$ cat src/rtl/chp_pkg.sv
// ----------------------------------------------------------------------------
// chp_pkg
// Types, character codes and byte classifiers shared by the chunk header
// line parser modules.
// ----------------------------------------------------------------------------
package chp_pkg;

    localparam logic [7:0] CHAR_TAB    = 8'h09;
    localparam logic [7:0] CHAR_LF     = 8'h0A;
    localparam logic [7:0] CHAR_CR     = 8'h0D;
    localparam logic [7:0] CHAR_SPACE  = 8'h20;
    localparam logic [7:0] CHAR_BANG   = 8'h21;
    localparam logic [7:0] CHAR_QUOTE  = 8'h22;
    localparam logic [7:0] CHAR_HASH   = 8'h23;
    localparam logic [7:0] CHAR_SEMI   = 8'h3B;
    localparam logic [7:0] CHAR_EQ     = 8'h3D;
    localparam logic [7:0] CHAR_LBRACK = 8'h5B;
    localparam logic [7:0] CHAR_BSLASH = 8'h5C;
    localparam logic [7:0] CHAR_RBRACK = 8'h5D;
    localparam logic [7:0] CHAR_TILDE  = 8'h7E;
    localparam logic [7:0] CHAR_HIGH   = 8'h80;

    typedef enum logic [2:0] {
        PH_SIZE,
        PH_EXT_START,
        PH_NAME,
        PH_VAL_START,
        PH_TOKVAL,
        PH_QUOTED,
        PH_QEND,
        PH_CR
    } phase_t;

    typedef enum logic [3:0] {
        CL_DIGIT  = 4'd0,
        CL_SEMI   = 4'd1,
        CL_NAME   = 4'd2,
        CL_EQ     = 4'd3,
        CL_TOKVAL = 4'd4,
        CL_QVAL   = 4'd5,
        CL_CR     = 4'd6,
        CL_LF     = 4'd7,
        CL_DISC   = 4'd8
    } byte_class_t;

    typedef enum logic [1:0] {
        ST_BUSY,
        ST_OK,
        ST_SYNTAX,
        ST_OVERFLOW
    } status_t;

    // per-byte character flags, produced by the front and queued to the back
    typedef struct packed {
        logic       is_hex;
        logic [3:0] hex_val;
        logic       is_tchar;
        logic       is_qdtext;
        logic       is_pair;
        logic       is_semi;
        logic       is_eq;
        logic       is_quote;
        logic       is_bslash;
        logic       is_cr;
        logic       is_lf;
    } char_info_t;

    function automatic logic [4:0] hex_decode(logic [7:0] c);
        logic [4:0] r;
        r = 5'd0;
        if (c >= 8'h30 && c <= 8'h39)
            r = {1'b1, c[3:0]};
        else if ((c >= 8'h61 && c <= 8'h66) || (c >= 8'h41 && c <= 8'h46))
            r = {1'b1, c[3:0] + 4'd9};
        return r;
    endfunction

    function automatic logic tchar_check(logic [7:0] c);
        logic alnum;
        logic sym;
        alnum = (c >= 8'h30 && c <= 8'h39) || (c >= 8'h61 && c <= 8'h7A) ||
                (c >= 8'h41 && c <= 8'h5A);
        case (c) inside
            8'h21, 8'h23, 8'h24, 8'h25, 8'h26, 8'h27, 8'h2A, 8'h2B,
            8'h2D, 8'h2E, 8'h5E, 8'h5F, 8'h60, 8'h7C, 8'h7E: sym = 1'b1;
            default:                                          sym = 1'b0;
        endcase
        return alnum | sym;
    endfunction

    function automatic logic qdtext_check(logic [7:0] c);
        return (c == CHAR_TAB) || (c == CHAR_SPACE) || (c == CHAR_BANG) ||
               (c >= CHAR_HASH && c <= CHAR_LBRACK) ||
               (c >= CHAR_RBRACK && c <= CHAR_TILDE) || (c >= CHAR_HIGH);
    endfunction

    function automatic logic pair_check(logic [7:0] c);
        return (c == CHAR_TAB) || (c == CHAR_SPACE) ||
               (c >= CHAR_BANG && c <= CHAR_TILDE) || (c >= CHAR_HIGH);
    endfunction

    // extension count as shown on the 4-bit result fields
    function automatic logic [3:0] ext_sat(logic [7:0] v);
        return (v > 8'd15) ? 4'hF : v[3:0];
    endfunction

endpackage

$ cat src/rtl/chp_front.sv
// ----------------------------------------------------------------------------
// chp_front
// Classifies each incoming byte into the character flags that the parse
// state machine needs.
// ----------------------------------------------------------------------------
module chp_front (
    input  logic [7:0]          line_byte,
    output chp_pkg::char_info_t info
);
    import chp_pkg::*;

    logic [4:0] hex;

    assign hex = hex_decode(line_byte);

    always_comb
    begin
        info.is_hex    = hex[4];
        info.hex_val   = hex[3:0];
        info.is_tchar  = tchar_check(line_byte);
        info.is_qdtext = qdtext_check(line_byte);
        info.is_pair   = pair_check(line_byte);
        info.is_semi   = (line_byte == CHAR_SEMI);
        info.is_eq     = (line_byte == CHAR_EQ);
        info.is_quote  = (line_byte == CHAR_QUOTE);
        info.is_bslash = (line_byte == CHAR_BSLASH);
        info.is_cr     = (line_byte == CHAR_CR);
        info.is_lf     = (line_byte == CHAR_LF);
    end

endmodule

$ cat src/rtl/chp_queue.sv
// ----------------------------------------------------------------------------
// chp_queue
// Two-entry queue of classified bytes between the front and the back.
// ----------------------------------------------------------------------------
module chp_queue (
    input  logic                clk,
    input  logic                rst_n,
    input  logic                push_valid,
    input  chp_pkg::char_info_t push_data,
    output logic                push_ready,
    output logic                pop_valid,
    output chp_pkg::char_info_t pop_data,
    input  logic                pop_ready
);
    import chp_pkg::*;

    char_info_t entry_reg [2];
    logic       wr_ptr_reg;
    logic       wr_ptr_next;
    logic       rd_ptr_reg;
    logic       rd_ptr_next;
    logic [1:0] count_reg;
    logic [1:0] count_next;
    logic       push;
    logic       pop;

    assign push_ready = (count_reg != 2'd2);
    assign pop_valid  = (count_reg != 2'd0);
    assign pop_data   = entry_reg[rd_ptr_reg];
    assign push       = push_valid & push_ready;
    assign pop        = pop_valid & pop_ready;

    always_comb
    begin
        wr_ptr_next = push ? ~wr_ptr_reg : wr_ptr_reg;
        rd_ptr_next = pop ? ~rd_ptr_reg : rd_ptr_reg;
        count_next  = count_reg + {1'b0, push} - {1'b0, pop};
    end

    always_ff @(posedge clk or negedge rst_n)
    begin
        if (!rst_n)
        begin
            wr_ptr_reg <= 1'b0;
            rd_ptr_reg <= 1'b0;
            count_reg  <= 2'd0;
        end
        else
        begin
            wr_ptr_reg <= wr_ptr_next;
            rd_ptr_reg <= rd_ptr_next;
            count_reg  <= count_next;
        end
    end

    always_ff @(posedge clk)
    begin
        if (push)
        begin
            entry_reg[wr_ptr_reg] <= push_data;
        end
    end

endmodule

$ cat src/rtl/chp_back.sv
// ----------------------------------------------------------------------------
// chp_back
// Line grammar state machine: takes one classified byte per cycle from the
// queue while its result register is free or being taken, updates size,
// extension count and phase, and registers the result.
module chp_back #(
    parameter int SIZE_BITS      = 32,
    parameter int EXT_COUNT_BITS = 4
) (
    input  logic                 clk,
    input  logic                 rst_n,
    input  logic                 q_valid,
    input  chp_pkg::char_info_t  q_data,
    output logic                 q_ready,
    output logic                 result_valid,
    input  logic                 result_ready,
    output chp_pkg::byte_class_t byte_class,
    output logic [3:0]           ext_number,
    output logic                 line_done,
    output chp_pkg::status_t     parse_status,
    output logic [31:0]          chunk_size,
    output logic [3:0]           ext_total
);
    import chp_pkg::*;

    phase_t                    phase_reg;
    phase_t                    phase_next;
    logic [SIZE_BITS-1:0]      size_accum_reg;
    logic [SIZE_BITS-1:0]      size_accum_next;
    logic                      digit_seen_reg;
    logic                      digit_seen_next;
    logic                      escape_reg;
    logic                      escape_next;
    logic [EXT_COUNT_BITS-1:0] ext_cnt_reg;
    logic [EXT_COUNT_BITS-1:0] ext_cnt_next;
    logic                      discard_reg;
    logic                      discard_next;

    logic                      out_valid_reg;
    byte_class_t               cls_reg;
    byte_class_t               cls_next;
    logic [3:0]                extn_reg;
    logic [3:0]                extn_next;
    logic                      done_reg;
    logic                      done_next;
    status_t                   status_reg;
    status_t                   status_next;
    logic [31:0]               size_reg;
    logic [31:0]               size_next;
    logic [3:0]                total_reg;
    logic [3:0]                total_next;

    // byte decode against the current phase
    logic                      err;
    logic                      ovf;
    logic                      take_digit;
    logic                      open_ext;
    logic                      ok_line;
    logic                      esc_set;
    logic                      esc_clr;
    logic                      ext_tag;
    phase_t                    phase_tgt;
    byte_class_t               cls_good;

    logic [EXT_COUNT_BITS-1:0] ext_cnt_inc;
    logic [EXT_COUNT_BITS-1:0] ext_cnt_new;
    logic [3:0]                ext_now;
    logic [3:0]                ext_cur;
    logic [63:0]               size_wide;
    logic                      pop;

    assign q_ready = ~out_valid_reg | result_ready;
    assign pop     = q_valid & q_ready;

    assign ext_cnt_inc = (ext_cnt_reg == {EXT_COUNT_BITS{1'b1}}) ? ext_cnt_reg
                       : ext_cnt_reg + EXT_COUNT_BITS'(1);
    assign ext_cnt_new = open_ext ? ext_cnt_inc : ext_cnt_reg;
    assign ext_now     = ext_sat(8'(ext_cnt_new));
    assign ext_cur     = ext_sat(8'(ext_cnt_reg));
    assign size_wide   = 64'(size_accum_reg);

    always_comb
    begin
        err        = 1'b0;
        ovf        = 1'b0;
        take_digit = 1'b0;
        open_ext   = 1'b0;
        ok_line    = 1'b0;
        esc_set    = 1'b0;
        esc_clr    = 1'b0;
        ext_tag    = 1'b0;
        phase_tgt  = phase_reg;
        cls_good   = CL_DISC;
        unique case (phase_reg)
            PH_SIZE:
            begin
                if (q_data.is_hex)
                begin
                    if (size_accum_reg[SIZE_BITS-1 -: 4] != 4'd0)
                    begin
                        err = 1'b1;
                        ovf = 1'b1;
                    end
                    else
                    begin
                        take_digit = 1'b1;
                        cls_good   = CL_DIGIT;
                    end
                end
                else if (q_data.is_semi && digit_seen_reg)
                begin
                    open_ext  = 1'b1;
                    phase_tgt = PH_EXT_START;
                    cls_good  = CL_SEMI;
                    ext_tag   = 1'b1;
                end
                else if (q_data.is_cr && digit_seen_reg)
                begin
                    phase_tgt = PH_CR;
                    cls_good  = CL_CR;
                end
                else
                    err = 1'b1;
            end
            PH_EXT_START:
            begin
                if (q_data.is_tchar)
                begin
                    phase_tgt = PH_NAME;
                    cls_good  = CL_NAME;
                    ext_tag   = 1'b1;
                end
                else
                    err = 1'b1;
            end
            PH_NAME:
            begin
                if (q_data.is_tchar)
                begin
                    cls_good = CL_NAME;
                    ext_tag  = 1'b1;
                end
                else if (q_data.is_eq)
                begin
                    phase_tgt = PH_VAL_START;
                    cls_good  = CL_EQ;
                    ext_tag   = 1'b1;
                end
                else if (q_data.is_semi)
                begin
                    open_ext  = 1'b1;
                    phase_tgt = PH_EXT_START;
                    cls_good  = CL_SEMI;
                    ext_tag   = 1'b1;
                end
                else if (q_data.is_cr)
                begin
                    phase_tgt = PH_CR;
                    cls_good  = CL_CR;
                end
                else
                    err = 1'b1;
            end
            PH_VAL_START:
            begin
                if (q_data.is_tchar)
                begin
                    phase_tgt = PH_TOKVAL;
                    cls_good  = CL_TOKVAL;
                    ext_tag   = 1'b1;
                end
                else if (q_data.is_quote)
                begin
                    phase_tgt = PH_QUOTED;
                    cls_good  = CL_QVAL;
                    ext_tag   = 1'b1;
                end
                else
                    err = 1'b1;
            end
            PH_TOKVAL:
            begin
                if (q_data.is_tchar)
                begin
                    cls_good = CL_TOKVAL;
                    ext_tag  = 1'b1;
                end
                else if (q_data.is_semi)
                begin
                    open_ext  = 1'b1;
                    phase_tgt = PH_EXT_START;
                    cls_good  = CL_SEMI;
                    ext_tag   = 1'b1;
                end
                else if (q_data.is_cr)
                begin
                    phase_tgt = PH_CR;
                    cls_good  = CL_CR;
                end
                else
                    err = 1'b1;
            end
            PH_QUOTED:
            begin
                if (escape_reg)
                begin
                    if (q_data.is_pair)
                        esc_clr = 1'b1;
                    else
                        err = 1'b1;
                end
                else if (q_data.is_bslash)
                    esc_set = 1'b1;
                else if (q_data.is_quote)
                    phase_tgt = PH_QEND;
                else if (!q_data.is_qdtext)
                    err = 1'b1;
                cls_good = CL_QVAL;
                ext_tag  = 1'b1;
            end
            PH_QEND:
            begin
                if (q_data.is_semi)
                begin
                    open_ext  = 1'b1;
                    phase_tgt = PH_EXT_START;
                    cls_good  = CL_SEMI;
                    ext_tag   = 1'b1;
                end
                else if (q_data.is_cr)
                begin
                    phase_tgt = PH_CR;
                    cls_good  = CL_CR;
                end
                else
                    err = 1'b1;
            end
            PH_CR:
            begin
                if (q_data.is_lf)
                begin
                    ok_line  = 1'b1;
                    cls_good = CL_LF;
                end
                else
                    err = 1'b1;
            end
            default:
                err = 1'b1;
        endcase
    end

    // next parser state
    always_comb
    begin
        phase_next      = phase_reg;
        size_accum_next = size_accum_reg;
        digit_seen_next = digit_seen_reg;
        escape_next     = escape_reg;
        ext_cnt_next    = ext_cnt_reg;
        discard_next    = discard_reg;
        if ((discard_reg && q_data.is_lf) || (!discard_reg && err && q_data.is_lf) ||
            (!discard_reg && !err && ok_line))
        begin
            phase_next      = PH_SIZE;
            size_accum_next = '0;
            digit_seen_next = 1'b0;
            escape_next     = 1'b0;
            ext_cnt_next    = '0;
            discard_next    = 1'b0;
        end
        else if (!discard_reg && err)
            discard_next = 1'b1;
        else if (!discard_reg)
        begin
            phase_next   = phase_tgt;
            ext_cnt_next = ext_cnt_new;
            if (take_digit)
            begin
                size_accum_next = (size_accum_reg << 4) | SIZE_BITS'(q_data.hex_val);
                digit_seen_next = 1'b1;
            end
            if (esc_set)
                escape_next = 1'b1;
            else if (esc_clr)
                escape_next = 1'b0;
        end
    end

    // result fields for this byte
    always_comb
    begin
        cls_next    = CL_DISC;
        extn_next   = 4'd0;
        done_next   = 1'b0;
        status_next = ST_BUSY;
        size_next   = 32'd0;
        total_next  = ext_cur;
        if (discard_reg)
        begin
            if (q_data.is_lf)
            begin
                cls_next   = CL_LF;
                total_next = 4'd0;
            end
        end
        else if (err)
        begin
            done_next   = 1'b1;
            status_next = ovf ? ST_OVERFLOW : ST_SYNTAX;
        end
        else
        begin
            cls_next   = cls_good;
            extn_next  = ext_tag ? ext_now : 4'd0;
            total_next = ext_now;
            if (ok_line)
            begin
                done_next   = 1'b1;
                status_next = ST_OK;
                size_next   = size_wide[31:0];
            end
        end
    end

    always_ff @(posedge clk or negedge rst_n)
    begin
        if (!rst_n)
        begin
            phase_reg      <= PH_SIZE;
            size_accum_reg <= '0;
            digit_seen_reg <= 1'b0;
            escape_reg     <= 1'b0;
            ext_cnt_reg    <= '0;
            discard_reg    <= 1'b0;
            out_valid_reg  <= 1'b0;
        end
        else
        begin
            if (pop)
            begin
                phase_reg      <= phase_next;
                size_accum_reg <= size_accum_next;
                digit_seen_reg <= digit_seen_next;
                escape_reg     <= escape_next;
                ext_cnt_reg    <= ext_cnt_next;
                discard_reg    <= discard_next;
            end
            if (q_ready)
                out_valid_reg <= q_valid;
        end
    end

    always_ff @(posedge clk)
    begin
        if (pop)
        begin
            cls_reg    <= cls_next;
            extn_reg   <= extn_next;
            done_reg   <= done_next;
            status_reg <= status_next;
            size_reg   <= size_next;
            total_reg  <= total_next;
        end
    end

    assign result_valid = out_valid_reg;
    assign byte_class   = cls_reg;
    assign ext_number   = extn_reg;
    assign line_done    = done_reg;
    assign parse_status = status_reg;
    assign chunk_size   = size_reg;
    assign ext_total    = total_reg;

endmodule

$ cat src/rtl/chunk_header_line_parser.sv
// a byte accepted at the input is written into the queue, then popped by chp_back
//   into its output register, which drives the result outputs
// throughput: one byte per cycle while the output side does not stall, set by the parse step in chp_back
// a two-entry queue decouples input acceptance from output backpressure
// reset (rst_n low, asynchronous): parser returns to the size phase, queue and
//   output register empty
// ----------------------------------------------------------------------------
// chunk_header_line_parser
// Chunk-header line parser: hex size, extension grammar, CR LF check, with
// one classified result per input byte.
// ----------------------------------------------------------------------------
module chunk_header_line_parser #(
    parameter int SIZE_BITS      = 32,
    parameter int EXT_COUNT_BITS = 4
) (
    input  logic        clk,
    input  logic        rst_n,
    input  logic        byte_valid,
    output logic        byte_ready,
    input  logic [7:0]  line_byte,
    output logic        result_valid,
    input  logic        result_ready,
    output logic [3:0]  byte_class,
    output logic [3:0]  ext_number,
    output logic        line_done,
    output logic [1:0]  parse_status,
    output logic [31:0] chunk_size,
    output logic [3:0]  ext_total
);
    import chp_pkg::*;

    char_info_t  front_info;
    char_info_t  q_data;
    logic        q_valid;
    logic        q_ready;
    byte_class_t cls;
    status_t     status;

    chp_front u_front (
        .line_byte (line_byte),
        .info      (front_info)
    );

    chp_queue u_queue (
        .clk        (clk),
        .rst_n      (rst_n),
        .push_valid (byte_valid),
        .push_data  (front_info),
        .push_ready (byte_ready),
        .pop_valid  (q_valid),
        .pop_data   (q_data),
        .pop_ready  (q_ready)
    );

    chp_back #(
        .SIZE_BITS      (SIZE_BITS),
        .EXT_COUNT_BITS (EXT_COUNT_BITS)
    ) u_back (
        .clk          (clk),
        .rst_n        (rst_n),
        .q_valid      (q_valid),
        .q_data       (q_data),
        .q_ready      (q_ready),
        .result_valid (result_valid),
        .result_ready (result_ready),
        .byte_class   (cls),
        .ext_number   (ext_number),
        .line_done    (line_done),
        .parse_status (status),
        .chunk_size   (chunk_size),
        .ext_total    (ext_total)
    );

    assign byte_class   = cls;
    assign parse_status = status;

endmodule

$ cat config.mk
export PLATFORM = sky130hd
export DESIGN_NAME = chunk_header_line_parser
export DESIGN_NICKNAME = d
export VERILOG_FILES = /design/src/rtl/chp_pkg.sv /design/src/rtl/chp_front.sv /design/src/rtl/chp_queue.sv /design/src/rtl/chp_back.sv /design/src/rtl/chunk_header_line_parser.sv
export SDC_FILE = /design/constraint.sdc
export NUM_CORES = 1
export LEC_CHECK = 0
export BUFFER_PORTS_ARGS = -buffer_cell sky130_fd_sc_hd__buf_2
export CAP_MARGIN = 25
export CORE_MARGIN = 1
export CORE_UTILIZATION = 35
export CTS_CLUSTER_SIZE = 40
export DETAILED_ROUTE_END_ITERATION = 16
export SLEW_MARGIN = 25
export SYNTH_ARGS = -nofsm -noshare
export SYNTH_HDL_FRONTEND = slang
export SYNTH_SLANG_ARGS = --single-unit
$ cat constraint.sdc
create_clock -name clk -period 7.1 [get_ports clk]
set_clock_uncertainty 0.2 [all_clocks]
set_input_delay 0 -clock clk [delete_from_list [all_inputs] [get_ports clk]]
set_output_delay 0 -clock clk [all_outputs]
set_load 0.05 [all_outputs]
==> out/results.ini <==
[clocking]
cts_made_buffers=17
clk_pin_slew_ns=0.05
insertion_delay_ns=0.41
clkSinkCount=122
root_buffer=clkbuf_16
cts.repair.resized=0
cts_tree=done
htree_levels=4
ctsLongestPathBuffers=2
cts_setup_buffers=0

[final_layout]
drive_gt1_frac=0.2193
multiInputGateArea_um2=2293
antennaDiodeCount=0
regArea_um2=3428
fillers=1565
fin_util=0.4294
area_growth_pct=19.76
fin_nets=587

[synthesis]
synth_largest_area_cell=edfxtp_1
synth-compound-area-share=0.1763
synth_top_family_by_area=compound AO/OA/AOI/OAI gates
synth.most_common_cell=edfxtp_1
async_flop_share=0.3852
synth-adder-area-share=0.01684
synth_xor_area_frac=0.007365
synth_seq_cells=122
synth_edf_count=75
synth-simple-area-share=0.1368
yosysSeqAreaShare=0.5766
syn-mean-instance-area_um2=11.94
synth_area_leaders=edfxtp_1 38%, dfrtp_1 20%, a22o_1 5.0%, and3_1 3.6%, nand2_1 2.0%
syn_nets=518
synth_common_cells=75 x edfxtp_1, 47 x dfrtp_1, 34 x a22o_1, 34 x and3_1, 31 x nand2_1
synthMuxAreaShare=0.04503
yosysWarningCount=0
synth_top_area_share=0.3788
syn-instance-count=498
synth_cell_types=67
synthFlopType=edfxtp_1
syn-cell-area_um2=5946

[placed_design]
hpwlAfterDp_mm=8.556
gp_congestion=0.8955
portBuffers=60

[timing]
rsz0062_at_grt=false
setup_viol=0
fin_crit_ns=3.663
period_share=0.5159
timing.fmax_ghz=0.2730
setup_tns_ns=0
relSlewSlack=0.3533
drv_slew=0
hold_viol=0
tightest_slew_ns=0.9701

[pwr]
p_per_area_nw_per_um2=452.3
vdd_ir_drop_max_mv=0.1767
leakage_nw=2.973

[route]
remaining_drc_errors=0
via_per_inst=5.444
wl_per_cell_um=15.83
drtIter0Drc=377
routed_wl_mm=12.65
drtAntennaViolNets=0
vias=4350
dr.pass1.iters=5

[hold_path]
holdCritStartpoint=result_ready
hold_path.class=input port to register

[floorplan]
die_x_um=132.3
core_um2=16580
num_rows=47
fp.dieH_um=132.3
pin_count=61
die_area_um2=17510
start_util=0.3585

[worst_setup_path]
regToRegEndpoint=u_back.escape_reg
critPathLaunchType=register
rr_worst_depth=7
endpoint=u_back.escape_reg
r2r_setup_slack_ns=3.44
worst-setup-path-type=register to register
cp-end-kind=register
worstPathRequired_ns=7.19
reg2reg_from=u_queue.rd_ptr_reg
startpoint=u_queue.rd_ptr_reg
crit_arrival_ns=3.75
worstPathMaxFanout=22

[run_status]
status=finished, final reports clean

[grt]
track_usage=0.1497
grt_max_degree=56
grt_pass1_vias=4172
gr-total-overflow=0
grt_pass1_wl_mm=21.05
antenna_found_initial=0

[job]
cap_violations=0

-- power by group --
part	internal (mW)	leakage [nW]	switching [mW]
clock network	0.474	0.263	0.297
logic	0.376	1.34	0.924
registers	0.993	1.37	0.156
total	1.84	2.97	1.38
-- placed cells by master, fill, tap and decap left out, drive strengths merged, types with 6 or more instances in the layout --
cell,count
ha,8
nor2,28
and3,34
o21ai,20
a21oi,21
dlygate4sd3,16
nor3,14
nor4,7
mux2,11
nand2,31
clkinv,12
and2,6
edfxtp,75
clkbuf,18
nand2b,6
o22ai,10
buf,66
inv,16
a211oi,6
mux2i,12
nand3,11
dfrtp,47
a22o,34
-- routing by layer --
metal | part of all wire | GRT usage | vias to the layer above
li1 | - | - | 2074
met1 | 0.46 | 0.1974 | 2089
met2 | 0.47 | 0.2395 | 168
met3 | 0.050 | 0.02537 | 19
met4 | 0.018 | 0.07216 | 0
met5 | 0 | 0 | -
-- worst min-delay path by stage --
stage                                     end  slack [ns]  cells after the start
floorplan               u_back.digit_seen_reg       -0.50                      0
detailed placement  u_back.size_accum_reg[21]       -0.23                      1
global placement    u_back.size_accum_reg[17]        0.04                      1
CTS                       u_back.result_valid        0.20                      4
global route              u_back.result_valid        0.23                      4
finish                    u_back.result_valid        0.22                      4
-- kinds of logic (layout without fill, tap and decap cells) --
| group | after synthesis | in the layout |
|---|---|---|
| AO/OA/AOI/OAI | 138 | 138 |
| multiplexers | 23 | 23 |
| XOR/XNOR | 5 | 5 |
| adder cells (fa/ha/maj) | 8 | 8 |
| AND/OR/NAND/NOR | 152 | 152 |
| flip-flops | 122 | 122 |
| buffers and inverters | 50 | 131 |
-- worst max-delay path: stages, from the launching register on --
cell	delay, ns
dfrtp_1	0.97
mux2i_4	0.45
nand3b_2	0.21
o311ai_4	0.13
nor3_2	0.67
buf_4	0.36
o21ai_1	0.13
a221o_1	0.39
-- stage by stage --
stage	std cells	instance area [um^2]	hold WS [ns]	setup slack, ns	total power [mW]
2_1_floorplan	498	5946	-0.4956	3.509	2.166
4_1_cts	799	7121	0.2030	3.420	3.237
3_5_place_dp	752	6426	-0.2340	3.408	2.455
5_1_grt	799	7121	0.2335	3.169	3.390
3_3_place_gp	750	6385	0.04065	3.433	2.428
6_report	799	7121	0.2167	3.437	3.221
-- what timing repair did --
action                                  4_1_cts  5_1_grt
endpoints found under the setup margin        0        0
hold buffers                                 16        0
hold endpoints to repair                     83        0
-- cell type report --
type	instances	area share
Clock buffer	18	0.06027
Clock inverter	13	0.01476
Inverter	18	0.009489
Multi-Input combinational cell	326	0.3221
Sequential cell	122	0.4815
Tap cell	220	0.03866
Timing Repair Buffer	82	0.07327
(Power assumes the default switching activity.)
